### config.mk
export PLATFORM = sky130hd
export DESIGN_NAME = integer_square_root_newton_unit
export DESIGN_NICKNAME = d
export VERILOG_FILES = /design/src/hw/rtl/isqrt_pkg.sv /design/src/hw/rtl/integer_square_root_newton_unit.sv
export SDC_FILE = /design/constraint.sdc
export NUM_CORES = 1
export LEC_CHECK = 0
export ABC_AREA = 1
export BUFFER_PORTS_ARGS = -buffer_cell sky130_fd_sc_hd__buf_2
export CAP_MARGIN = 20
export CORE_UTILIZATION = 65
export CTS_BUF_LIST = sky130_fd_sc_hd__clkbuf_4 sky130_fd_sc_hd__clkbuf_8 sky130_fd_sc_hd__clkbuf_16
export CTS_CLUSTER_SIZE = 8
export DETAILED_ROUTE_END_ITERATION = 8
export PLACE_DENSITY = 0.83
export SLEW_MARGIN = 20
export SYNTH_ARGS = -nofsm -noshare
export SYNTH_HDL_FRONTEND = slang
export SYNTH_SLANG_ARGS = --single-unit
### constraint.sdc
create_clock -name clk -period 8.3 [get_ports clk]
set_clock_uncertainty 0.2 [all_clocks]
set_input_delay 0.83 -clock clk [delete_from_list [all_inputs] [get_ports clk]]
set_output_delay 0.83 -clock clk [all_outputs]
set_load 0.01 [all_outputs]
### src/hw/rtl/isqrt_pkg.sv
// Shared types, widths and the seed function for the Newton square root unit.
`timescale 1ns / 1ps
`default_nettype none

package isqrt_pkg;

	localparam int RAD_W  = 32;
	localparam int ROOT_W = 16;
	localparam int DIV_W  = ROOT_W + 1;
	localparam int CNT_W  = $clog2(RAD_W);

	typedef enum logic [2:0] {
		ST_IDLE,
		ST_MUL,
		ST_RES,
		ST_DIV,
		ST_UPD,
		ST_FIN
	} isqrt_state_t;

	// Floor square root of an 8-bit value, as a count of squares not above it.
	function automatic logic [3:0] byte_isqrt(input logic [7:0] v);
		logic [3:0] r;
		r = 4'd0;
		for (int k = 1; k < 16; k++) begin
			if (v >= 8'(k * k)) begin
				r = r + 4'd1;
			end
		end
		return r;
	endfunction

endpackage

`default_nettype wire

### src/hw/rtl/integer_square_root_newton_unit.sv
// Top level of the integer square root unit: table seed, Newton steps, shared divider.
//
//   channel | ports                         | transfer
//   --------+-------------------------------+-------------------------------
//   input   | start, busy, radicand[31:0]   | start high while busy is low
//   result  | done, root[15:0]              | done high for one cycle
//
// Each Newton step runs one multiply, one subtract, the shared restoring divider
// (one quotient bit per cycle) and one update. The step count includes the final
// zero step (1 for a zero radicand, 5 for 0x0100_0000); a radicand whose seed
// overflows goes straight from transfer to the final state.
// Reset clears the sequencer and the done strobe; the receiver cannot stall.
`timescale 1ns / 1ps
`default_nettype none

module integer_square_root_newton_unit (
	input  wire logic                        clk,
	input  wire logic                        arst_n,
	input  wire logic                        start,
	output logic                             busy,
	input  wire logic [isqrt_pkg::RAD_W-1:0] radicand,
	output logic                             done,
	output logic [isqrt_pkg::ROOT_W-1:0]     root
);

	import isqrt_pkg::*;

	isqrt_state_t state_q, state_d;

	logic [RAD_W-1:0]  n_q;
	logic [ROOT_W-1:0] d_q;
	logic [RAD_W-1:0]  prod_q;
	logic [RAD_W-1:0]  res_q;
	logic [RAD_W-1:0]  quo_q;
	logic [DIV_W-1:0]  rem_q;
	logic [DIV_W-1:0]  div_q;
	logic [CNT_W-1:0]  cnt_q;
	logic              done_q;
	logic [ROOT_W-1:0] root_q;

	logic              accept;
	logic [15:0]       half_w;
	logic [7:0]        seed_byte;
	logic [3:0]        seed_sh;
	logic [4:0]        seed_base;
	logic [DIV_W-1:0]  seed;
	logic [DIV_W:0]    trial;
	logic [DIV_W:0]    shifted;
	logic [ROOT_W-1:0] d_next;
	logic              stop;
	logic [DIV_W-1:0]  d_dec;

	assign accept = start && !busy;

	// Seed selection from the radicand.
	always_comb begin
		if (radicand[31:16] != 16'd0) begin
			half_w  = radicand[31:16];
			seed_sh = 4'd8;
		end else begin
			half_w  = radicand[15:0];
			seed_sh = 4'd0;
		end
		if (half_w[15:8] != 8'd0) begin
			seed_byte = half_w[15:8];
			seed_sh   = seed_sh + 4'd4;
		end else begin
			seed_byte = half_w[7:0];
		end
		seed_base = {1'b0, byte_isqrt(seed_byte)} + 5'd1;
		seed      = {12'd0, seed_base} << seed_sh;
	end

	// Restoring divider step and Newton update.
	always_comb begin
		shifted = {rem_q, quo_q[RAD_W-1]};
		trial   = shifted - {1'b0, div_q};
		d_next  = d_q - quo_q[ROOT_W-1:0];
		stop    = (quo_q == '0) || (d_next == '0);
		d_dec   = {1'b0, d_q} - DIV_W'(1);
	end

	always_comb begin
		state_d = state_q;
		case (state_q)
			ST_IDLE: begin
				if (accept) begin
					state_d = seed[DIV_W-1] ? ST_FIN : ST_MUL;
				end
			end
			ST_MUL: state_d = ST_RES;
			ST_RES: state_d = ST_DIV;
			ST_DIV: begin
				if (cnt_q == '0) begin
					state_d = ST_UPD;
				end
			end
			ST_UPD:  state_d = stop ? ST_FIN : ST_MUL;
			ST_FIN:  state_d = ST_IDLE;
			default: state_d = ST_IDLE;
		endcase
	end

	always_comb begin
		busy = (state_q != ST_IDLE);
	end

	always_ff @(posedge clk or negedge arst_n) begin
		if (!arst_n) begin
			state_q <= ST_IDLE;
			done_q  <= 1'b0;
		end else begin
			state_q <= state_d;
			done_q  <= (state_q == ST_FIN);
		end
	end

	always_ff @(posedge clk) begin
		case (state_q)
			ST_IDLE: begin
				if (accept) begin
					n_q <= radicand;
					d_q <= seed[ROOT_W-1:0];
				end
			end
			ST_MUL: prod_q <= d_q * d_q;
			ST_RES: begin
				res_q <= prod_q - n_q;
				quo_q <= prod_q - n_q;
				rem_q <= '0;
				div_q <= {d_q, 1'b0};
				cnt_q <= '1;
			end
			ST_DIV: begin
				cnt_q <= cnt_q - CNT_W'(1);
				if (!trial[DIV_W]) begin
					rem_q <= trial[DIV_W-1:0];
				end else begin
					rem_q <= shifted[DIV_W-1:0];
				end
				quo_q <= {quo_q[RAD_W-2:0], ~trial[DIV_W]};
			end
			ST_UPD: d_q <= d_next;
			ST_FIN: begin
				if ((d_q != '0) && (res_q >= RAD_W'(d_dec))) begin
					root_q <= d_dec[ROOT_W-1:0];
				end else begin
					root_q <= d_q;
				end
			end
			default: begin
			end
		endcase
	end

	assign done = done_q;
	assign root = root_q;

	a_done_idle: assert property (@(posedge clk) disable iff (!arst_n)
		done |-> !busy)
		else $error("done raised while the unit is still busy");

	a_busy_after_start: assert property (@(posedge clk) disable iff (!arst_n)
		(start && !busy) |=> busy)
		else $error("transfer accepted but the unit did not go busy");

	a_done_single: assert property (@(posedge clk) disable iff (!arst_n)
		done |=> !done)
		else $error("done held for more than one cycle");

	a_divisor_nonzero: assert property (@(posedge clk) disable iff (!arst_n)
		(state_q == ST_DIV) |-> (div_q != '0))
		else $error("divider running with a zero divisor");

	a_seed_overflow: assert property (@(posedge clk) disable iff (!arst_n)
		(start && !busy && (radicand[31:24] >= 8'hE1)) |-> ##2 (done && (root == '0)))
		else $error("seed overflow did not give a zero root in two cycles");

endmodule

`default_nettype wire
* Word level (Yosys, flattened, before mapping)
Cells that the tools add are included.
Word-level totals: output and inout bits 18, word-level logic and storage cells 106, input bits 35, register bits after elaboration 202
Operators by class: equal/unequal tests 7, $add $sub $neg 21, shifts and indexed selects 1, bitwise operators 1, $mul 1, $lt $le $gt $ge 16, multiplexer cells 31, reductions and logical operators 17
Operators with widths (number):
- $mux W4 | 16
- $pmux W32 S2 | 1
- $add A4 B1 Y4 const B | 14
- $mux W16 | 3
- $pmux W17 S2 | 1
- $ge A32 B17 Y1 | 1
- $ge A8 B7 Y1 const B | 4
- $ge A8 B8 Y1 const B | 4
- $logic_not A32 Y1 | 1
- $mul A16 B16 Y32 | 1
- $pmux W16 S2 | 1
- $reduce_bool A16 Y1 | 2
- $sub A32 B32 Y32 | 1
- $sub A18 B17 Y18 | 1
- $mux W17 | 1
- $shl A5 B4 Y17 | 1
- $sub A16 B1 Y17 const B | 1
- $ge A8 B5 Y1 const B | 2
- $ge A8 B6 Y1 const B | 2
- $logic_not A16 Y1 | 1
- $sub A16 B16 Y16 | 1
- $pmux W3 S5 | 1
- $mux W3 | 4
- $pmux W5 S2 | 1
- 22 further kinds | 29

* Depth between registers and ports, before layout
depth after elaboration 39, gate-level depth with buffers 70, gate-level depth less buffers 70

* Worst setup path after synthesis
OpenSTA, ideal clock, no wires.
path kind input port to flip-flop, start point input port radicand[18] in the netlist's numbering, end point register d_q[12] (data pin), data arrival time 8.536 ns, setup slack -0.689 ns, stages 67, cell sequence nor2_1 > nand2_1 > nor2_4 > nand2_4 > nand2_1 > nand2_1 > nand2_2 > nor2_8 > nand3_2 > nand2_2 > inv_4 > nand2_8 > inv_4 > nand2_4 > nor2_1 > inv_1 > ha_1 > inv_1 > [... 31 more ...] > ha_1 > or2_2 > nand2_1 > xor2_1 > nand2_1 > nand2_2 > inv_1 > ha_1 > or2_2 > nand2_1 > inv_1 > ha_1 > inv_1 > nor2_4 > nand3_1 > nand2_1 > nand2_1 > nand2_1
Between the ends: word-level cells in the longest chain between the ends 38
Ends and longest elaborated chain:
- start, declared | line integer_square_root_newton_unit.sv:21 | input wire logic [isqrt_pkg::RAD_W-1:0] radicand,
- $reduce_bool A16 Y1 | line integer_square_root_newton_unit.sv:57 | if (radicand[31:16] != 16'd0) begin
- $mux W16 | line integer_square_root_newton_unit.sv:57
- $reduce_bool A8 Y1 | line integer_square_root_newton_unit.sv:64 | if (half_w[15:8] != 8'd0) begin
- $mux W8 | line integer_square_root_newton_unit.sv:64
- $ge A8 B1 Y1 | line isqrt_pkg.sv:26 | if (v >= 8'(k * k)) begin
- $mux W1 | line isqrt_pkg.sv:26
- $add A4 B1 Y4 | line isqrt_pkg.sv:27 | r = r + 4'd1;
- $mux W4 | line isqrt_pkg.sv:26
- [... 22 more ...]
- $add A4 B1 Y4 | line isqrt_pkg.sv:27
- $mux W4 | line isqrt_pkg.sv:26
- $add A4 B1 Y4 | line isqrt_pkg.sv:27
- $mux W4 | line isqrt_pkg.sv:26
- $add A4 B1 Y5 | line integer_square_root_newton_unit.sv:70 | seed_base = {1'b0, byte_isqrt(seed_byte)} + 5'd1;
- $shl A5 B4 Y17 * | line integer_square_root_newton_unit.sv:71 | seed = {12'd0, seed_base} << seed_sh;
- $mux W16 * | line integer_square_root_newton_unit.sv:121 | if (accept) begin
- $pmux W16 S2 * | line integer_square_root_newton_unit.sv:119 | case (state_q)
- end signal, assigned | line integer_square_root_newton_unit.sv:123 | d_q <= seed[ROOT_W-1:0];
- end signal, assigned | line integer_square_root_newton_unit.sv:143 | ST_UPD: d_q <= d_next;
- end, declared | line integer_square_root_newton_unit.sv:31 | logic [ROOT_W-1:0] d_q;
Every way passes the cells marked *; elsewhere a longest branch is shown, timed or not. The select of a mux whose other input is x is not followed. A chain may end at the register's enable or synchronous reset.

* Final worst setup path
start point input port radicand[25] in the netlist's numbering, end point register d_q[6] (data pin)
Same word-level chain as after synthesis.

==> impl_metrics.toml <==
[die]
initial_utilization_pct = 66.6
die-area_mm2 = 0.0314
num_rows = 63
core_area_mm2 = 0.0300
die_x_um = 177
fp.dieH_um = 177
pin_count = 53

[status]
status = "finished clean"

[synth]
synth-edff-count = 197
synth_area_mm2 = 0.0200
synthXorXnorAreaFrac_pct = 4.97
synth-simple-area-share_pct = 18.6
ys_top_cells_by_area = "edfxtp_1 (30%), fa_1 (17%), ha_1 (12%)"
synth_mux_area_share_pct = 0
syn_nets = 2657
netlist_instances = 2258
synth-compound-area-share_pct = 7.06
synthAdderAreaFrac_pct = 29.1
async_flop_share_pct = 1.99
avgSynthCellArea_um2 = 8.84
synth_top_family_by_area = "adder cells"
ys.flop_type = "edfxtp_1"
synth.distinct_cells = 51
synth_top_area_share_pct = 29.7
yosysTopAreaCell = "edfxtp_1"
yosys_warnings = 0
yosysSeqAreaShare_pct = 30.2
ys_ff_latch = 201

[worst_setup_path]
slowest_stage = "ha_1"
ff2ff_path_depth = 36
crit_family = "simple AND/OR/NAND/NOR gates"
cpPeakStageDelay_ns = 0.29
crit_type = "in -> reg"
endpoint_kind = "register"
crit_arrival_ns = 8.33
path_max_fanout = 7
crit_top_cell = "nand2_2"
r2r_start = "d_q[7]"
crit_required_ns = 8.36
worst_r2r_endpoint = "prod_q[31]"
crit_buf_inv = 16
start_kind = "primary input"
regToRegSetupSlack_ns = 0.41

[layout]
n_antenna_cell = 0
layout.nets = 2814
instances_no_fill = 2815
layout_commonest_cell = "inv_1"
fillers = 1893
multi_input_area_mm2 = 0.0126
seq_area_mm2 = 0.00602
syn_to_final_growth_pct = 15.5
drive_above_1_share_pct = 17.9
layout_common_cells = "inv_1 (455), nand2_1 (411), edfxtp_1 (197)"

[sta]
finalHoldViolCount = 0
slew_headroom_pct = 29.3
slew_violations = 0
worstMarginPinSlew_ns = 1.06
grt_setup_unrepaired = "true"
finalSetupViolations = 0
period_share_pct = 99.7
final.min_clock_period_ns = 8.27
fmax_mhz = 121
layout_setup_ws_ns = 0.0258

[clocking]
clkTransAtPathRegs_ns = 0.05
cts_inserted_buffers = 29
tritoncts = "yes"
insertion_delay_ns = 0.54
clockRootBuffer = "clkbuf_16"
htreeDepth = 1
clkSinkCount = 201
clk_path_buf_depth = 3

[worst_hold_path]
hp-class = "in -> reg"
hp-start = "radicand[15]"
holdPathStages = 1
hold_end = "n_q[15]"

[run]
drv_cap = 0

[drt]
wl_per_cell_um = 18.4
ant_nets = 0
drtIter0Drc = 1415
viasPerCell = 5.80
dr.pass1.iters = 5
wl_um = 51700
vias = 16300
drc = 0

[global_route]
grt_pass1_vias = 16400
grt_remaining_overflow = 0
grt_use_total_pct = 32.4
grt_pass1_wl_um = 79700
antenna_found_initial = 0
grt_max_degree = 69

[placed_design]
io_buffer_count = 52
place_ws_ns = -0.552
dp_cells = 2748
hpwl_um = 37800
finalWeightedCongestion = 0.924
worst register-to-register path, delay by kind of cell (launching register included):
kind                     cells  cell delay (ns)
flip-flops                   1             0.71
XOR/XNOR                     1             0.13
AND/OR/NAND/NOR             14             1.54
AO/OA/AOI/OAI               10             1.84
buffers and inverters        4             0.25
adder cells (fa/ha/maj)      7             3.00
cells in the mapped netlist (all sizes together) (4+ instances only):
cell / instances
a211oi: 12
a21o: 12
a21oi: 116
buf: 14
clkbuf: 35
dfrtp: 4
edfxtp: 197
fa: 166
ha: 198
inv: 481
nand2: 508
nand3: 114
nand3b: 10
nand4: 25
nor2: 101
nor3: 12
nor4: 9
o21ai: 90
o21bai: 10
o22ai: 4
or2: 13
xnor2: 39
xor2: 72
worst max-delay path by stage:
stage,startpoint,end,slack [ns],depth (start not counted)
detailed placement,radicand[31],d_q[10],-0.55,67
global placement,radicand[24],d_q[4],-0.22,69
finish,radicand[25],d_q[6],0.03,70
floorplan,radicand[24],d_q[4],0.004,68
CTS,radicand[31],d_q[2],0.008,67
global route,radicand[25],d_q[6],-0.38,70
cell type report:
class | instances | area share (%)
clock buffer | 39 | 3.47
clock inverter | 2 | 0.0434
inverter | 483 | 7.97
multi-input combinational | 1528 | 54.7
sequential | 201 | 26.1
tap | 390 | 2.12
timing repair buffer | 172 | 5.64
registers in the layout, indices dropped and copies added, names as in the netlist, 5 cells and up:
signal  cells
res_q      32
prod_q     31
rem_q      17
n_q        32
root       16
d_q        16
quo_q      32
div_q      16
cnt_q       5
logic make-up after synthesis:
kind of cell	after synthesis
compound gates	256
xor+xnor	111
fa+ha+maj	364
buf+inv	532
flops	201
simple gates	794
through the flow:
step / setup TNS [ns] / instance area, um^2 / utilization [%] / hold WS (ns)
3_5_place_dp: -7.74 / 21400 / 71.3 / 0.357
6_report: 0 / 23000 / 76.9 / 0.303
3_3_place_gp: -2.54 / 21400 / 71.3 / 0.340
2_1_floorplan: 0 / 20100 / - / 0.255
5_1_grt: -5.21 / 23000 / 76.9 / 0.297
4_1_cts: 0 / 22200 / 74.2 / 0.299
layer usage:
| layer | GRT usage (%) | part of all wire [%] | vias up |
|---|---|---|---|
| li1 | - | - | 7500 |
| met5 | 0 | 0 | - |
| met3 | 4.40 | 7.3 | 184 |
| met2 | 55.7 | 50 | 768 |
| met4 | 15.4 | 4.9 | 0 |
| met1 | 40.3 | 38 | 7869 |
timing repair:
action / 4_1_cts / 5_1_grt
gates cloned: 3 / 0
setup endpoints to repair: 6 / 17
hold buffers: 1 / 0
pin swaps: 3 / 75
setup buffers: 0 / 21
hold endpoints to repair: 4 / 0
gates resized for setup: 4 / 145
Power is not shown: default switching activity piles up to over one toggle a cycle in this logic, so the estimate is an artifact.
